[src/plil_pkg.sv]
package plil_pkg;

    localparam int DATA_W    = 32;
    localparam int POS_W     = 8;
    localparam int REQ_W     = 2;
    localparam int STATUS_W  = 2;
    localparam int COUNT_O_W = 8;

    typedef enum logic [REQ_W-1:0] {
        REQ_LOAD   = 2'd0,
        REQ_INSERT = 2'd1,
        REQ_DELETE = 2'd2,
        REQ_READ   = 2'd3
    } req_t;

    typedef enum logic [STATUS_W-1:0] {
        ST_DONE    = 2'd0,
        ST_BAD_POS = 2'd1,
        ST_FULL    = 2'd2
    } status_t;

    typedef enum logic [2:0] {
        S_IDLE,
        S_DECIDE,
        S_INS_LOOP,
        S_INS_MOVE,
        S_DEL_LOOP,
        S_DEL_MOVE,
        S_RD_WAIT,
        S_FINISH
    } state_t;

    // datapath operations, one per cycle
    typedef enum logic [3:0] {
        OP_NONE,
        OP_CAPTURE,
        OP_LOAD,
        OP_INS_START,
        OP_INS_RD,
        OP_INS_WR,
        OP_INS_PUT,
        OP_DEL_START,
        OP_DEL_RD,
        OP_DEL_WR,
        OP_DEL_END,
        OP_RD_ADDR,
        OP_RD_TAKE,
        OP_BAD,
        OP_FULL
    } dp_op_t;

    typedef struct packed {
        dp_op_t op;
        logic   out_load;
    } dp_cmd_t;

    typedef struct packed {
        req_t req;
        logic start;
        logic bad_ins;
        logic bad_pos;
        logic full;
        logic ins_more;
        logic del_more;
    } dp_stat_t;

endpackage

[src/plil_ctrl.sv]
module plil_ctrl (
    input  logic               clk,
    input  logic               rst_n,
    input  logic               in_valid,
    output logic               in_ready,
    output logic               out_valid,
    input  logic               out_ready,
    input  plil_pkg::dp_stat_t stat,
    output plil_pkg::dp_cmd_t  cmd
);

    plil_pkg::state_t state_reg, state_next;
    logic             out_valid_reg, out_valid_next;

    always_ff @(posedge clk or negedge rst_n)
    begin
        if (!rst_n)
        begin
            state_reg     <= plil_pkg::S_IDLE;
            out_valid_reg <= 1'b0;
        end
        else
        begin
            state_reg     <= state_next;
            out_valid_reg <= out_valid_next;
        end
    end

    // next state
    always_comb
    begin
        state_next = state_reg;
        unique case (state_reg)
            plil_pkg::S_IDLE:
            begin
                if (in_valid)
                begin
                    state_next = plil_pkg::S_DECIDE;
                end
            end
            plil_pkg::S_DECIDE:
            begin
                priority if (stat.req == plil_pkg::REQ_INSERT && !stat.bad_ins && !stat.full)
                begin
                    state_next = plil_pkg::S_INS_LOOP;
                end
                else if (stat.req == plil_pkg::REQ_DELETE && !stat.bad_pos)
                begin
                    state_next = plil_pkg::S_DEL_LOOP;
                end
                else if (stat.req == plil_pkg::REQ_READ && !stat.bad_pos)
                begin
                    state_next = plil_pkg::S_RD_WAIT;
                end
                else
                begin
                    state_next = plil_pkg::S_FINISH;
                end
            end
            plil_pkg::S_INS_LOOP:
            begin
                state_next = stat.ins_more ? plil_pkg::S_INS_MOVE : plil_pkg::S_FINISH;
            end
            plil_pkg::S_INS_MOVE:
            begin
                state_next = plil_pkg::S_INS_LOOP;
            end
            plil_pkg::S_DEL_LOOP:
            begin
                state_next = stat.del_more ? plil_pkg::S_DEL_MOVE : plil_pkg::S_FINISH;
            end
            plil_pkg::S_DEL_MOVE:
            begin
                state_next = plil_pkg::S_DEL_LOOP;
            end
            plil_pkg::S_RD_WAIT:
            begin
                state_next = plil_pkg::S_FINISH;
            end
            plil_pkg::S_FINISH:
            begin
                if (!out_valid_reg || out_ready)
                begin
                    state_next = plil_pkg::S_IDLE;
                end
            end
            default:
            begin
                state_next = plil_pkg::S_IDLE;
            end
        endcase
    end

    // outputs
    always_comb
    begin
        cmd.op       = plil_pkg::OP_NONE;
        cmd.out_load = 1'b0;
        unique case (state_reg)
            plil_pkg::S_IDLE:
            begin
                if (in_valid)
                begin
                    cmd.op = plil_pkg::OP_CAPTURE;
                end
            end
            plil_pkg::S_DECIDE:
            begin
                unique case (stat.req)
                    plil_pkg::REQ_LOAD:
                    begin
                        cmd.op = (stat.start || !stat.full) ? plil_pkg::OP_LOAD
                                                            : plil_pkg::OP_FULL;
                    end
                    plil_pkg::REQ_INSERT:
                    begin
                        priority if (stat.bad_ins)
                        begin
                            cmd.op = plil_pkg::OP_BAD;
                        end
                        else if (stat.full)
                        begin
                            cmd.op = plil_pkg::OP_FULL;
                        end
                        else
                        begin
                            cmd.op = plil_pkg::OP_INS_START;
                        end
                    end
                    plil_pkg::REQ_DELETE:
                    begin
                        cmd.op = stat.bad_pos ? plil_pkg::OP_BAD : plil_pkg::OP_DEL_START;
                    end
                    plil_pkg::REQ_READ:
                    begin
                        cmd.op = stat.bad_pos ? plil_pkg::OP_BAD : plil_pkg::OP_RD_ADDR;
                    end
                    default:
                    begin
                        cmd.op = plil_pkg::OP_NONE;
                    end
                endcase
            end
            plil_pkg::S_INS_LOOP:
            begin
                cmd.op = stat.ins_more ? plil_pkg::OP_INS_RD : plil_pkg::OP_INS_PUT;
            end
            plil_pkg::S_INS_MOVE:
            begin
                cmd.op = plil_pkg::OP_INS_WR;
            end
            plil_pkg::S_DEL_LOOP:
            begin
                cmd.op = stat.del_more ? plil_pkg::OP_DEL_RD : plil_pkg::OP_DEL_END;
            end
            plil_pkg::S_DEL_MOVE:
            begin
                cmd.op = plil_pkg::OP_DEL_WR;
            end
            plil_pkg::S_RD_WAIT:
            begin
                cmd.op = plil_pkg::OP_RD_TAKE;
            end
            plil_pkg::S_FINISH:
            begin
                cmd.out_load = !out_valid_reg || out_ready;
            end
            default:
            begin
                cmd.op = plil_pkg::OP_NONE;
            end
        endcase
    end

    always_comb
    begin
        priority if (cmd.out_load)
        begin
            out_valid_next = 1'b1;
        end
        else if (out_ready)
        begin
            out_valid_next = 1'b0;
        end
        else
        begin
            out_valid_next = out_valid_reg;
        end
    end

    assign in_ready  = (state_reg == plil_pkg::S_IDLE);
    assign out_valid = out_valid_reg;

endmodule

[config.mk]
export PLATFORM = sky130hd
export DESIGN_NAME = plil_ctrl
export DESIGN_NICKNAME = d
export VERILOG_FILES = /design/src/plil_pkg.sv /design/src/plil_ctrl.sv
export SDC_FILE = /design/constraint.sdc
export NUM_CORES = 1
export LEC_CHECK = 0
export ABC_AREA = 1
export ABC_CLOCK_PERIOD_IN_PS = 1400
export BUFFER_PORTS_ARGS = -buffer_cell sky130_fd_sc_hd__buf_4
export CELL_PAD_IN_SITES_DETAIL_PLACEMENT = 1
export CELL_PAD_IN_SITES_GLOBAL_PLACEMENT = 1
export CORE_MARGIN = 4
export CORE_UTILIZATION = 26
export CTS_CLUSTER_SIZE = 28
export DETAILED_ROUTE_END_ITERATION = 16
export PLACE_DENSITY_LB_ADDON = 0.1
export REMOVE_ABC_BUFFERS = 1
export SYNTH_ARGS = -nofsm -noshare
export SYNTH_HDL_FRONTEND = slang
export SYNTH_SLANG_ARGS = --single-unit
[constraint.sdc]
create_clock -name clk -period 1.4 [get_ports clk]
set_input_delay 0.14 -clock clk [delete_from_list [all_inputs] [get_ports clk]]
set_output_delay 0.14 -clock clk [all_outputs]
set_load 0.03 [all_outputs]
Word-level counts from Yosys, hierarchy flattened. Cells that the tools add are included.

Output and inout bits: 7. Input port bits: 12. Register bits: 4.

Mux-type cells: 21. Equality and inequality tests: 12. Reduce and logical (&&, ||, !) cells: 14.

Operators by type and width (count): case mux 4 bit (7 select lines) (1); case mux 3 bit (8 select lines) (1); two-way mux 4 bit (4); case mux 4 bit (4 select lines) (1); two-way mux 3 bit (5); == test 3 bit, second input constant (4); two-way mux 2 bit (4); == test 3 x 2 -> 1 bit, second input constant (2); two-way mux 1 bit (5); == test 2 bit, second input constant (2); logical AND 1 bit (4); logical NOT 1 bit (4); inequality test 2 bit, second input constant (2); == test 3 x 1 -> 1 bit, second input constant (1); logical NOT 3 bit (1); == test 2 x 1 -> 1 bit, second input constant (1); logical NOT 2 bit (1); logical OR 1 bit (2); AND reduction 2 bit (1); nonzero test 2 bit (1).

Depth between registers and ports, before layout. Gate-level depths: netlist of run 1.

Depth in word-level cells: 6. Mapped depth: 7. Gate-level depth less buffers: 7.

Least setup slack after synthesis of run 1. Ideal clock, no wire load.

Path kind: register -> output. Start point: register state_reg[1]. End point: output port cmd[1] in the netlist's numbering. Stages on the path, launching flop included: 5. Arrival: 1.647 ns. Setup slack: -0.387 ns. Path buffers: 1. Required time: 1.260 ns. Cell sequence: dfrtp_1 > clkbuf_2 > nor3_1 > nand2_1 > nand4_1.

RTL lines: start: declaration (line plil_ctrl.sv:12) `plil_pkg::state_t state_reg, state_next;`; start signal: assignment (line plil_ctrl.sv:19) `state_reg <= plil_pkg::S_IDLE;`; start signal: assignment (line plil_ctrl.sv:24) `state_reg <= state_next;`; end: declaration (line plil_ctrl.sv:9) `output plil_pkg::dp_cmd_t cmd`.

==> out/qor.csv, run 1 <==
metric,value,unit
status,"finished, violations left",
violations,negative setup slack,
instances_no_fill,105,
min_from,out_ready,
worst-r2r-cell-count,7,
vias,499,
cts_inserted_buffers,3,
finalNetCount,104,
yosysSeqAreaShare,0.2667,
core-area,0.001334,sq mm
crit_required,1260,ps
ys_ff_latch,4,
grt_start_max_net_pins,9,
routed_wirelength,1.250,mm
gp_congestion,0.7886,
cap_violations,0,
leakagePower,0.3344,nW
layout_setup_ws,-59.82,ps
worstSetupPathType,reg -> out,
placed_cells,95,
fmax,685.0,MHz
crit_fanout,5,
pre_cts_ws,77.33,ps
die_x,46.00,um
avgSynthCellArea,5.865,sq um
ys_top_cells_by_count,"13 x nor2_1, 12 x nand2_1, 9 x inv_1, 7 x nand3_1, 6 x o21ai_0",
seq_area,103.9,sq um
die-area,0.002116,sq mm
boundaryPins,19,
synth_edf_count,0,
slowest_stage,dfrtp_2,
clock_latency,230,ps
hold-path-cell-count,2,
clkTransAtPathRegs,40,ps
tns,-162.5,ps
detail-route-antenna-nets,0,
period_share,1.043,
fin_util,0.4709,
drtIter0Drc,7,
tightest_slew,326.1,ps
synth.distinct_cells,15,
multi_input_area,236.5,sq um
synth_cells,64,
async_reset_ff_frac,1.000,
htreeDepth,1,
synth.area.top_cells,"dfrtp_1 27%, nor2_1 13%, nand2_1 12%",
synth_area_leader_cell,dfrtp_1,
path_buf_inv,2,
grt_first_pass_wirelength,1.863,mm
peakVddDrop,1.097,mV
grt_setup_unrepaired,yes,
dp_hpwl,910.3,um
grt_util_all_layers,0.1231,
ys.flop_type,dfrtp_1,
timing.rr.start,state_reg[2]$_DFFE_PN0P_,
die_h,46.00,um
largest_reg_flops,3,
final.min_clock_period,1460,ps
drive_above_1_share,0.4333,
synth.cell_area,375.4,sq um
pwr-share-comb,0.726,
synth.most_common_cell,nor2_1,
num_rows,13,
p_sw,0.0007658,W
dpl_cell_area,516.7,sq um
power.share.switching,0.5043,
cts_tree,built,
antenna_found_initial,0,
cp_top_family,flip-flops,
wl_per_cell,11.90,um
critPathLaunch,state_reg[2]$_DFFE_PN0P_,
slew_headroom,0.7803,
clock_path_buffers,2,
hold_end,out_valid$_DFFE_PN0P_,
fin_worst_skew,1.980,ps
clkPwrFrac,0.091,
port_buffers,18,
reg2reg_to,state_reg[0]$_DFFE_PN0P_,
drc_errors,0,
fill_cells,177,
seq_power_share,0.183,
cp_num_cells,4,
worstHoldPathType,in -> reg,
powerDensity,2418,mW/mm^2
areaGrowthSynthToFinish,67.33,%
slew_violations,0,
reg2reg_slack,30,ps
netlist.area_leader.share,0.2667,
end_kind,output port,
fin_area,628.1,sq um
worstPathCellList,"nor3_4, inv_2, o21ai_2, buf_6",
cts_num_sinks,4,
drt_pass1_iterations,3,
yosys_warnings,0,
start_util,0.2814,
hold_viol_final,0,
grt_pass1_vias,462,
setup_viol,4,
via_per_inst,4.752,
cts_root_buf,clkbuf_4,
cpPeakStageDelay,440,ps
start_kind,flop,
cp.arrival,1320,ps
n_antenna_cell,0,
overflow,0,
p_int,0.0007527,W
-- cells by family (layout without fill, tap and decap cells) --
family          count (synthesis)  in the layout  share of synthesized area
compound gates                  8              8                     0.1067
buf+inv                        13             39                     0.1433
flops                           4              4                     0.2667
simple gates                   39             39                     0.4833
-- power groups by stage --
stage | Combinational (W) | Sequential, W | Clock, W
4_1_cts | 0.000982 | 0.000271 | 0.000144
2_1_floorplan | 0.000545 | 0.000276 | 0
3_3_place_gp | 0.000851 | 0.000273 | 0
5_1_grt | 0.00120 | 0.000292 | 0.000157
6_report | 0.00110 | 0.000278 | 0.000138
3_5_place_dp | 0.000854 | 0.000274 | 0
-- area by class of cell --
| class | count | share of cell area |
|---|---|---|
| Tap cell | 15 | 0.02988 |
| Timing Repair Buffer | 25 | 0.3267 |
| Inverter | 11 | 0.06574 |
| Sequential cell | 4 | 0.1653 |
| Clock buffer | 3 | 0.03586 |
| Multi-Input combinational cell | 47 | 0.3765 |
-- timing repair --
| item | in CTS | in global routing |
|---|---|---|
| gates resized for setup | 9 | 6 |
| buffers inserted | 3 | 3 |
| cloned | 0 | 0 |
| pin swaps | 3 | 3 |
| hold buffers | 1 | 0 |
| endpoints found under the hold margin | 4 | 0 |
| setup endpoints to repair | 5 | 5 |
-- cells in the final DEF (no fill, tap or decap) --
master,synthesis,routed
buf_4,1,20
nor2_1,13,12
nand2_1,12,12
inv_1,9,9
nand3_1,7,7
buf_6,0,4
nand4_1,3,3
clkbuf_4,0,3
dfrtp_2,0,3
a21oi_1,2,2
inv_2,2,2
o21ai_0,6,2
o21ai_2,0,2
o21ai_1,0,2
nor2_2,1,2
nor3_2,0,1
nor3_4,1,1
nand2_2,1,1
dlygate4sd3_1,0,1
dfrtp_1,4,1
-- worst reg2reg max path, cell delays in order (launching register included) --
cell,delay [ps]
dfrtp_2,440
nor3_4,270
inv_2,100
buf_4,140
buf_4,120
nor2_1,90
nor2_1,50
nor2_1,80
-- layer usage --
| layer | global-route usage | part of all wire |
|---|---|---|
| met4 | 0.06818 | 0.013 |
| met1 | 0.1584 | 0.43 |
| met3 | 0.02372 | 0.043 |
| met2 | 0.1896 | 0.51 |
| met5 | 0 | 0 |
-- worst max-delay path by stage --
stage	to	slack (ps)
floorplan	cmd[1]	-350
global placement	cmd[3]	80
detailed placement	cmd[4]	80
CTS	cmd[4]	-90
global route	cmd[3]	-120
finish	cmd[4]	-60
-- through the flow --
| stage | power, W | hold WS [ps] |
|---|---|---|
| CTS | 0.001398 | 117.9 |
| finish | 0.001518 | 116.4 |
| global placement | 0.001124 | -62.97 |
| global route | 0.001647 | 122.4 |
| floorplan | 0.0008216 | -155.6 |
| detailed placement | 0.001128 | -63.51 |
Note: power is estimated with default switching activity, not from simulation.
==> run 2: changes to the inputs <==
- GPL_TIMING_DRIVEN: not set -> 0
- SKIP_LAST_GASP: not set -> 1
==> run 2 against run 1 <==
  * Sequential power fell by 7.6%
  * First-iteration DRC count did not move
  * Core utilization rose by 2.0 points
  * Critical path depth did not move
  * Wire length fell by 6.5%
  * Clock power barely moved
  * Clock-buffer cell count did not move
  * Sequential share of layout area fell by 0.66 points
  * Critical path type unchanged
  * Total power rose by 4.0%
  * Cell area rose by 4.2%
  * Maximum frequency rose by 1.0%
  * Largest cell class unchanged
  * The flow still finishes with violations (negative setup slack)
==> out/qor.csv, run 2 (synthesis gave the netlist of run 1 again) <==
metric,value,unit,change
status,"finished, violations left",,
violations,negative setup slack,,
worstHoldPathType,in -> reg,,
setup_viol,4,,unchanged
fill_cells,190,,+7.3%
slew_headroom,0.8287,,+0.04843
grt_pass1_vias,469,,+1.5%
layout_setup_ws,-45.12,ps,+14.70 ps
hold-path-cell-count,2,,unchanged
clock_path_buffers,2,,unchanged
grt_start_max_net_pins,9,,unchanged
htreeDepth,1,,unchanged
cts_tree,built,,
path_buf_inv,2,,unchanged
final.min_clock_period,1445,ps,-14.70 ps
instances_no_fill,107,,+1.9%
cp_num_cells,4,,unchanged
largest_reg_flops,3,,unchanged
core-area,0.001334,sq mm,unchanged
boundaryPins,19,,unchanged
die_h,46.00,um,unchanged
finalNetCount,106,,+1.9%
min_from,out_ready,,
via_per_inst,4.654,,-2.1%
peakVddDrop,0.9933,mV,-9.5%
start_kind,flop,,
end_kind,output port,,
timing.rr.start,state_reg[2]$_DFFE_PN0P_,,
worstPathCellList,"nor3_4, inv_2, o21ai_2, buf_6",,
tightest_slew,254.3,ps,-71.88 ps
num_rows,13,,unchanged
n_antenna_cell,0,,unchanged
hold_viol_final,0,,unchanged
vias,498,,-0.20%
grt_util_all_layers,0.1248,,+0.001698
port_buffers,18,,unchanged
grt_setup_unrepaired,yes,,
clock_latency,230,ps,about the same
die-area,0.002116,sq mm,unchanged
fmax,692.0,MHz,+1.0%
wl_per_cell,10.93,um,-8.2%
dpl_cell_area,516.7,sq um,unchanged
cpPeakStageDelay,430,ps,about the same
antenna_found_initial,0,,unchanged
leakagePower,0.3497,nW,+4.6%
reg2reg_to,state_reg[0]$_DFFE_PN0P_,,
grt_first_pass_wirelength,1.890,mm,+1.4%
period_share,1.032,,-0.01050
die_x,46.00,um,unchanged
drt_pass1_iterations,4,,+1
cp.arrival,1310,ps,about the same
fin_area,654.4,sq um,+4.2%
placed_cells,95,,unchanged
routed_wirelength,1.169,mm,-6.5%
drtIter0Drc,7,,unchanged
drive_above_1_share,0.4348,,+0.001449
powerDensity,2414,mW/mm^2,-0.17%
areaGrowthSynthToFinish,74.33,%,
slowest_stage,dfrtp_2,,
crit_required,1260,ps,about the same
reg2reg_slack,50,ps,+20 ps
overflow,0,,unchanged
worstSetupPathType,reg -> out,,
detail-route-antenna-nets,0,,unchanged
fin_worst_skew,2.057,ps,+0.07711 ps
hold_end,out_valid$_DFFE_PN0P_,,
start_util,0.2814,,unchanged
gp_congestion,0.7252,,-8.0%
cp_top_family,flip-flops,,
layout_commonest_cell,buf_4,,
cts_num_sinks,4,,unchanged
clkTransAtPathRegs,40,ps,about the same
worst-r2r-cell-count,7,,unchanged
crit_fanout,5,,unchanged
cts_root_buf,clkbuf_4,,
layout_common_cells,"20 x buf_4, 13 x nor2_1, 12 x nand2_1",,
cap_violations,0,,unchanged
drc_errors,0,,unchanged
slew_violations,0,,unchanged
dp_hpwl,855.3,um,-6.0%
cts_inserted_buffers,3,,unchanged
[run 2: cell count changes in the layout (fill, tap and decap cells not counted), sizes merged]
cell | before | now
buf | 24 | 26
[run 2: worst max path at each step]
stage / slack [ps] / startpoint / end
finish: -50 / state_reg[2]$_DFFE_PN0P_ / cmd[3]
global placement: 80 / state_reg[0]$_DFFE_PN0P_ / cmd[4]
global route: -150 / state_reg[2]$_DFFE_PN0P_ / cmd[3]
CTS: -60 / state_reg[2]$_DFFE_PN0P_ / cmd[3]
floorplan: -350 / state_reg[1]$_DFFE_PN0P_ / cmd[1]
detailed placement: 80 / state_reg[0]$_DFFE_PN0P_ / cmd[3]
[run 2: final cells by class]
type	instances	area, sq um	area share
tap	15	18.77	0.02868
sequential	4	103.9	0.1587
inverter	11	41.29	0.06310
multi-input combinational	47	240.2	0.3671
clock buffer	3	22.52	0.03442
timing repair buffer	27	227.7	0.3480
[run 2: report_power, final]
group          total, W  internal, W  switching [W]
combinational   0.00119     0.000526       0.000660
sequential     0.000257     0.000184      0.0000731
clock          0.000137    0.0000955      0.0000412
total           0.00158     0.000805       0.000774
[run 2: routing by layer]
metal	vias to the layer above	routed length, um	GRT usage
li1	263	-	-
met1	225	512	0.1635
met2	10	610	0.1896
met3	0	46	0.02372
met4	0	0	0.06818
met5	-	0	0
[run 2: through the flow]
step                      utilization  hold WS [ps]  TNS (ps)  total power (W)  setup slack, ps
after floorplan                     -        -155.6    -704.6        0.0008216           -345.6
after global placement         0.3874        -63.46         0         0.001120            84.42
after detailed placement       0.3874        -63.16         0         0.001120            80.76
after CTS                      0.4540         104.3    -173.8         0.001446           -64.06
after global routing           0.4906         127.7    -616.3         0.001716           -148.8
final                          0.4906         115.4    -113.5         0.001579           -45.12
[run 2: repair_timing]
| item | in CTS | in global routing |
|---|---|---|
| buffers inserted | 4 | 4 |
| gates cloned | 0 | 0 |
| hold buffers | 1 | 0 |
| hold endpoints to repair | 4 | 0 |
| setup endpoints to repair | 5 | 5 |
| pin swaps | 5 | 5 |
| resized for setup | 12 | 5 |
